===== src/hw/rtl/plld_pkg.sv =====
// shared types, constants and field helpers for the distance lookup core
package plld_pkg;

  localparam int X_W       = 20;
  localparam int PT_W      = 32;
  localparam int NREGS     = 6;
  localparam int CFG_IDX_W = 3;
  localparam int PROD_W    = 2 * X_W;

  // reset table: widths 1000 to 2000 px in steps of 200, distances zero
  localparam logic [PT_W-1:0] PT_RESET [NREGS] = '{
    32'd65536000, 32'd78643200, 32'd91750400,
    32'd104857600, 32'd117964800, 32'd131072000
  };

  typedef struct packed {
    logic           valid;
    logic           neg;
    logic [X_W-1:0] base;
  } div_ctl_t;

  function automatic logic [X_W-1:0] pt_width(input logic [PT_W-1:0] pt);
    pt_width = {pt[31:16], 4'b0000};
  endfunction

  function automatic logic [X_W-1:0] pt_dist(input logic [PT_W-1:0] pt);
    pt_dist = {pt[15:0], 4'b0000};
  endfunction

endpackage


===== src/hw/rtl/plld_div.sv =====
// pipelined restoring divider, one quotient bit per stage
module plld_div (
  input  logic                       clk,
  input  logic                       rst,
  input  plld_pkg::div_ctl_t         in_ctl,
  input  logic [plld_pkg::PROD_W-1:0] dividend,
  input  logic [plld_pkg::X_W-1:0]   divisor,
  output plld_pkg::div_ctl_t         out_ctl,
  output logic [plld_pkg::X_W-1:0]   quotient
);

  localparam int QW = plld_pkg::X_W;

  // element k holds the output of stage k-1
  logic [QW-1:0]      rem_q  [1:QW];
  logic [QW-1:0]      rest_q [1:QW];
  logic [QW-1:0]      quo_q  [1:QW];
  logic [QW-1:0]      div_q  [1:QW];
  plld_pkg::div_ctl_t ctl_q  [1:QW];

  genvar k;
  for (k = 0; k < QW; k++) begin : g_stage
    logic [QW-1:0]      rem_in;
    logic [QW-1:0]      rest_in;
    logic [QW-1:0]      quo_in;
    logic [QW-1:0]      div_in;
    plld_pkg::div_ctl_t ctl_in;
    logic [QW:0]        trial;
    logic               fits;

    if (k == 0) begin : g_first
      // quotient is known to fit, so the upper half is already below the divisor
      assign rem_in  = dividend[2*QW-1:QW];
      assign rest_in = dividend[QW-1:0];
      assign quo_in  = '0;
      assign div_in  = divisor;
      assign ctl_in  = in_ctl;
    end else begin : g_next
      assign rem_in  = rem_q[k];
      assign rest_in = rest_q[k];
      assign quo_in  = quo_q[k];
      assign div_in  = div_q[k];
      assign ctl_in  = ctl_q[k];
    end

    assign trial = {rem_in, rest_in[QW-1]};
    assign fits  = trial >= {1'b0, div_in};

    always_ff @(posedge clk) begin
      rem_q[k+1]  <= fits ? QW'(trial - {1'b0, div_in}) : trial[QW-1:0];
      rest_q[k+1] <= {rest_in[QW-2:0], 1'b0};
      quo_q[k+1]  <= {quo_in[QW-2:0], fits};
      div_q[k+1]  <= div_in;
    end

    always_ff @(posedge clk) begin
      if (rst) begin
        ctl_q[k+1] <= '0;
      end else begin
        ctl_q[k+1] <= ctl_in;
      end
    end
  end

  assign out_ctl  = ctl_q[QW];
  assign quotient = quo_q[QW];

endmodule


===== src/hw/rtl/piecewise_linear_distance_lookup_core.sv =====
// top level: width to distance lookup with linear interpolation between calibration points
//
// One width word is taken at every clock edge with start high and busy low, and its
// distance appears on distance_q4 with done high for one cycle, after the pipeline. A new
// word may be started in every cycle; results leave in the order the words came in and
// must be taken as they appear, as there is no way to hold them off. The pipeline is formed
// by a compare stage, a point selection stage and a multiply stage, then the 20-stage divider
// that forms the interpolation quotient, one bit per stage, and a result register. Calibration
// points are written through cfg_write, cfg_index and cfg_data while no word is in
// flight; indexes past the last point are ignored. busy is high only during reset.
module piecewise_linear_distance_lookup_core #(
  parameter int POINTS = 6
) (
  input  logic                           clk,
  input  logic                           rst,
  input  logic                           start,
  output logic                           busy,
  input  logic [plld_pkg::X_W-1:0]       width_q4,
  output logic                           done,
  output logic [plld_pkg::X_W-1:0]       distance_q4,
  input  logic                           cfg_write,
  input  logic [plld_pkg::CFG_IDX_W-1:0] cfg_index,
  input  logic [plld_pkg::PT_W-1:0]      cfg_data
);

  localparam int XW = plld_pkg::X_W;

  logic [plld_pkg::PT_W-1:0] pts [plld_pkg::NREGS];

  always_ff @(posedge clk) begin
    if (rst) begin
      for (int i = 0; i < plld_pkg::NREGS; i++) begin
        pts[i] <= plld_pkg::PT_RESET[i];
      end
    end else if (cfg_write) begin
      for (int i = 0; i < plld_pkg::NREGS; i++) begin
        if (cfg_index == plld_pkg::CFG_IDX_W'(i)) begin
          pts[i] <= cfg_data;
        end
      end
    end
  end

  assign busy = rst;

  // stage 1: compare the width against every point
  logic              s1_valid;
  logic [XW-1:0]     s1_x;
  logic [POINTS-1:0] s1_le;
  logic [POINTS-1:0] s1_ge;

  always_ff @(posedge clk) begin
    if (rst) begin
      s1_valid <= 1'b0;
    end else begin
      s1_valid <= start && !busy;
    end
  end

  always_ff @(posedge clk) begin
    s1_x <= width_q4;
    for (int i = 0; i < POINTS; i++) begin
      s1_le[i] <= plld_pkg::pt_width(pts[i]) <= width_q4;
      s1_ge[i] <= plld_pkg::pt_width(pts[i]) >= width_q4;
    end
  end

  // stage 2: pick the bracketing points, scan stops at the first point at or above
  logic          lo_ok, hi_ok, exact;
  logic [XW-1:0] x1, x2, y1, y2;
  logic [XW-1:0] dx_next, den_next, dy_next, base_next;
  logic          neg_next;

  always_comb begin
    lo_ok = 1'b0;
    hi_ok = 1'b0;
    exact = 1'b0;
    x1    = '0;
    x2    = '0;
    y1    = '0;
    y2    = '0;
    for (int i = 0; i < POINTS; i++) begin
      if (!hi_ok) begin
        if (s1_le[i]) begin
          lo_ok = 1'b1;
          x1    = plld_pkg::pt_width(pts[i]);
          y1    = plld_pkg::pt_dist(pts[i]);
        end
        if (s1_ge[i]) begin
          hi_ok = 1'b1;
          exact = s1_le[i];
          x2    = plld_pkg::pt_width(pts[i]);
          y2    = plld_pkg::pt_dist(pts[i]);
        end
      end
    end

    // direct answers go through the divider as base plus zero over one
    dx_next   = '0;
    den_next  = XW'(1);
    dy_next   = '0;
    neg_next  = 1'b0;
    base_next = y1;
    if (s1_x == '0) begin
      base_next = '0;
    end else if (!lo_ok) begin
      base_next = plld_pkg::pt_dist(pts[0]);
    end else if (!hi_ok) begin
      base_next = plld_pkg::pt_dist(pts[POINTS-1]);
    end else if (exact) begin
      base_next = y1;
    end else begin
      dx_next  = s1_x - x1;
      den_next = x2 - x1;
      if (y2 >= y1) begin
        dy_next = y2 - y1;
      end else begin
        neg_next = 1'b1;
        dy_next  = y1 - y2;
      end
    end
  end

  logic          s2_valid;
  logic [XW-1:0] s2_dx, s2_den, s2_dy, s2_base;
  logic          s2_neg;

  always_ff @(posedge clk) begin
    if (rst) begin
      s2_valid <= 1'b0;
    end else begin
      s2_valid <= s1_valid;
    end
  end

  always_ff @(posedge clk) begin
    s2_dx   <= dx_next;
    s2_den  <= den_next;
    s2_dy   <= dy_next;
    s2_neg  <= neg_next;
    s2_base <= base_next;
  end

  // stage 3: slope numerator
  plld_pkg::div_ctl_t          s3_ctl;
  logic [plld_pkg::PROD_W-1:0] s3_prod;
  logic [XW-1:0]               s3_den;

  always_ff @(posedge clk) begin
    if (rst) begin
      s3_ctl <= '0;
    end else begin
      s3_ctl.valid <= s2_valid;
      s3_ctl.neg   <= s2_neg;
      s3_ctl.base  <= s2_base;
    end
  end

  always_ff @(posedge clk) begin
    s3_prod <= plld_pkg::PROD_W'(s2_dy) * plld_pkg::PROD_W'(s2_dx);
    s3_den  <= s2_den;
  end

  plld_pkg::div_ctl_t div_ctl;
  logic [XW-1:0]      div_quo;

  plld_div u_div (
    .clk      (clk),
    .rst      (rst),
    .in_ctl   (s3_ctl),
    .dividend (s3_prod),
    .divisor  (s3_den),
    .out_ctl  (div_ctl),
    .quotient (div_quo)
  );

  // result word, quotient already truncated toward zero on the magnitude
  always_ff @(posedge clk) begin
    if (rst) begin
      done <= 1'b0;
    end else begin
      done <= div_ctl.valid;
    end
  end

  always_ff @(posedge clk) begin
    distance_q4 <= div_ctl.neg ? div_ctl.base - div_quo : div_ctl.base + div_quo;
  end

endmodule

===== config.mk =====
export PLATFORM = sky130hd
export DESIGN_NAME = piecewise_linear_distance_lookup_core
export DESIGN_NICKNAME = d
export VERILOG_FILES = /design/src/hw/rtl/plld_pkg.sv /design/src/hw/rtl/plld_div.sv /design/src/hw/rtl/piecewise_linear_distance_lookup_core.sv
export SDC_FILE = /design/constraint.sdc
export NUM_CORES = 2
export LEC_CHECK = 0
export BUFFER_PORTS_ARGS = -buffer_cell sky130_fd_sc_hd__buf_2
export CAP_MARGIN = 25
export CORE_MARGIN = 10
export CORE_UTILIZATION = 41
export DETAILED_ROUTE_END_ITERATION = 10
export SYNTH_ARGS = -nofsm -noshare
export SYNTH_HDL_FRONTEND = slang
export SYNTH_SLANG_ARGS = --single-unit

===== constraint.sdc =====
create_clock -name clk -period 9.1 [get_ports clk]
set_input_delay 1.82 -clock clk [delete_from_list [all_inputs] [get_ports clk]]
set_output_delay 1.82 -clock clk [all_outputs]
set_load 0.05 [all_outputs]

==> results.yml <==
logic_synthesis:
  cell_types_with_the_highest_counts_after_synthesis: "sky130_fd_sc_hd__dfxtp_1 (1589), sky130_fd_sc_hd__inv_1 (828), sky130_fd_sc_hd__ha_1 (677)"
  synth_largest_type_area_fraction: 0.384
  synthArstFlopShare: 0
  synth-compound-area-share: 0.123
  post_synth_xor_area_fraction: 0.0423
  seq_area_frac_synth: 0.454
  synth.avg_cell_area_um2: 9.90
  synth-edff-count: 192
  mappedNetlistArea_mm2: 0.0828
  synthMuxAreaShare: 0.0174
  post_synth_inst_count: 8366
  synth_simple_gate_area_share: 0.150
  synth.ff_latch_count: 1781
  fraction_of_the_mapped_netlist_area_in_adder_cells: 0.163
  synth_top_cells_by_area: "sky130_fd_sc_hd__dfxtp_1 (38%), sky130_fd_sc_hd__ha_1 (10%), sky130_fd_sc_hd__edfxtp_1 (7.0%)"
  mapped_nets: 9354
  dominant_combinational_cell_family_by_area_after_synthesis: "adder cells"
  synthDistinctLibCells: 91
  top_count_cell_post_synth: "sky130_fd_sc_hd__dfxtp_1"
  synth-warning-count: 0
  synth_ff_type: "sky130_fd_sc_hd__dfxtp_1"
  synth_area_leader_cell: "sky130_fd_sc_hd__dfxtp_1"
sta:
  min_period_ns: 7.36
  max_freq_ghz: 0.136
  timing.final.crit_share: 0.808
  worst_clock_skew_ns: 0.115
  grt_setup_unrepaired: "false"
  final.setup.worst_slack_ns: 1.74
  totalNegativeSetupSlack_ns: 0
  tightest_slew_ns: 1.04
  timing_hold_violations_final: 0
  finalMaxSlewViolations: 0
  final-setup-viol-count: 0
  slew_headroom: 0.307
floorplanning:
  io-pin-count: 81
  die_h_um: 469
  core_area_mm2: 0.200
  floorplan.initialDensity: 0.414
  die-width_um: 469
  die_area_mm2: 0.220
  rows: 164
drt:
  routed_via_density: 5.08
  detail_route.drc_violations: 0
  drt-total-wl_um: 196000
  postRouteAntennaNets: 0
  detailroute.via_count: 57100
  drt_iter0_drcs: 4057
  drt-wirelength-per-cell_um: 17.4
  drt_pass1_iterations: 6
layout:
  fillCellCount: 18800
  nets_finish: 9416
  seqCellArea_mm2: 0.0376
  area.growth.synth_to_final_pct: 12.1
  layout.cells.non_filler: 11200
  drive_gt1_frac: 0.0736
  multi_input_comb_area_mm2: 0.0411
  final_area_mm2: 0.0928
placed_design:
  dpl_cell_area_mm2: 0.0861
  dpl.hpwl_um: 147000
  numPlacedInstances: 10900
  place.port_buffers: 80
  detailedPlace.worstSlack_ns: 1.76
  weighted_congestion_reported_at_the_end_of_routability_driven_placement: 0.910
global_routing:
  grt_start_max_net_pins: 202
  grt.overflow.total: 0
  vias_in_the_first_global_route: 57100
  grt_pass1_wl_um: 313000
  gr-usage-all-layers: 0.173
  antenna_found_initial: 13
setup_path:
  cpMostUsedCell: "sky130_fd_sc_hd__fa_1"
  timing_worst_setup_path_type: "flip-flop to flip-flop"
  worst-endpoint-arrival_ns: 8.08
  critical_path.cell_chain: "nand2_1 -> fa_1 -> inv_1 -> fa_1 -> inv_1 -> fa_1 -> inv_1 -> fa_1 -> ha_1 -> fa_1 -> inv_1 -> fa_1 -> inv_1 -> ha_1 -> a21o_1 -> a221o_1 -> a31o_2 -> a31oi_1 -> o41ai_1 -> a221oi_1 -> o211ai_1 -> a21oi_1 -> xnor2_1"
  critPathMaxStageDelay_ns: 0.89
  reg2reg_slack_ns: 1.74
  worst-path-max-fanout: 20
  type_of_origin_of_the_critical_path: "flip-flop"
  critPathRequiredTime_ns: 9.82
  slowest_stage: "sky130_fd_sc_hd__dfxtp_1"
  worst_r2r_path_depth: 23
  end_kind: "flip-flop"
clocking:
  hold_buffers: 0
  clock_buffer_depth: 3
  clk-insertion-delay-late_ns: 0.84
  clock_tree.htree_level_count: 4
  cts_tree: "built"
  cts.sinks: 1781
  cts_post_setup_buffers_inserted: 0
  postCtsResizedCells: 0
  total_clock_buffers_created_by_cts: 184
  clkSlewWorstSetupHoldPaths_ns: 0.06
  clock-root-buffer: "sky130_fd_sc_hd__clkbuf_16"
min_path:
  hold_depth: 0
  hp-class: "flip-flop to flip-flop"
run_status:
  outcome: "completed"
flow_run:
  maxCapViolations: 0
-- logic make-up (layout without fill, tap and decap cells) --
family          after synthesis  after routing
other cells                   0              3
compound gates             1605           1605
xor+xnor                    400            400
simple gates               2414           2414
buf+inv                    1104           1322
fa+ha+maj                   929            929
flops                      1781           1781
mux                         133            133
-- layout by cell type, fill, tap and decap left out, types with 65 or more instances in the layout --
master and n:
sky130_fd_sc_hd__and2_1 363, sky130_fd_sc_hd__dfxtp_1 1587, sky130_fd_sc_hd__a21oi_1 544, sky130_fd_sc_hd__nand2b_1 74
sky130_fd_sc_hd__ha_1 677, sky130_fd_sc_hd__nor3_1 90, sky130_fd_sc_hd__nand3_1 107, sky130_fd_sc_hd__xor2_1 152
sky130_fd_sc_hd__a21o_1 202, sky130_fd_sc_hd__mux2_2 88, sky130_fd_sc_hd__nand2_1 629, sky130_fd_sc_hd__xnor2_1 248
sky130_fd_sc_hd__clkbuf_16 188, sky130_fd_sc_hd__o21ai_0 322, sky130_fd_sc_hd__nor2_1 434, sky130_fd_sc_hd__fa_1 252
sky130_fd_sc_hd__edfxtp_1 192, sky130_fd_sc_hd__nand4_1 70, sky130_fd_sc_hd__buf_2 79, sky130_fd_sc_hd__nor2b_1 418
sky130_fd_sc_hd__inv_1 828, sky130_fd_sc_hd__o21bai_1 65
-- worst max-delay path, delay by kind of cell (launching register included) --
kind	cells	cell delay, ns
AO/OA/AOI/OAI	8	2.31
AND/OR/NAND/NOR	1	0.18
flip-flops	1	0.89
XOR/XNOR	1	0.13
adder cells (fa/ha/maj)	8	3.42
buffers and inverters	5	0.38
-- stage by stage --
stage | hold WS, ns | util
finish | 0.216 | 0.463
global route | 0.212 | 0.463
CTS | 0.207 | 0.463
detailed placement | 0.312 | 0.430
global placement | 0.310 | 0.429
floorplan | 0.310 | -
-- cell type report --
class,count,share of cell area
diodes,3,0.0000809
clock inverters,83,0.0143
inverters,832,0.0336
clock buffers,259,0.0570
repair buffers,148,0.0113
multi-input cells,5481,0.443
well taps,2656,0.0358
flip-flops and latches,1781,0.405
-- registers in the layout (all words and copies together), names as in the netlist, 36 cells and up --
register,cells
u_div.ctl_q,360
s3_prod,36
u_div.rest_q,120
u_div.rem_q,380
u_div.quo_q,210
pts,192
u_div.div_q,323
-- worst paths after layout --
check	from	end
max	s2_dy[6]	s3_prod[39]
min reg2reg	u_div.rest_q[0][92]	u_div.rest_q[0][112]
min	u_div.rest_q[0][92]	u_div.rest_q[0][112]
max reg2reg	s2_dy[6]	s3_prod[39]
-- metal layers --
layer  part of all wire  track usage
met5            0.00016            0
met4              0.026       0.0505
met3              0.057       0.0334
met2               0.45        0.282
met1               0.47        0.233
Power is not shown: default switching activity piles up to over one toggle a cycle in this logic, so the estimate is an artifact.
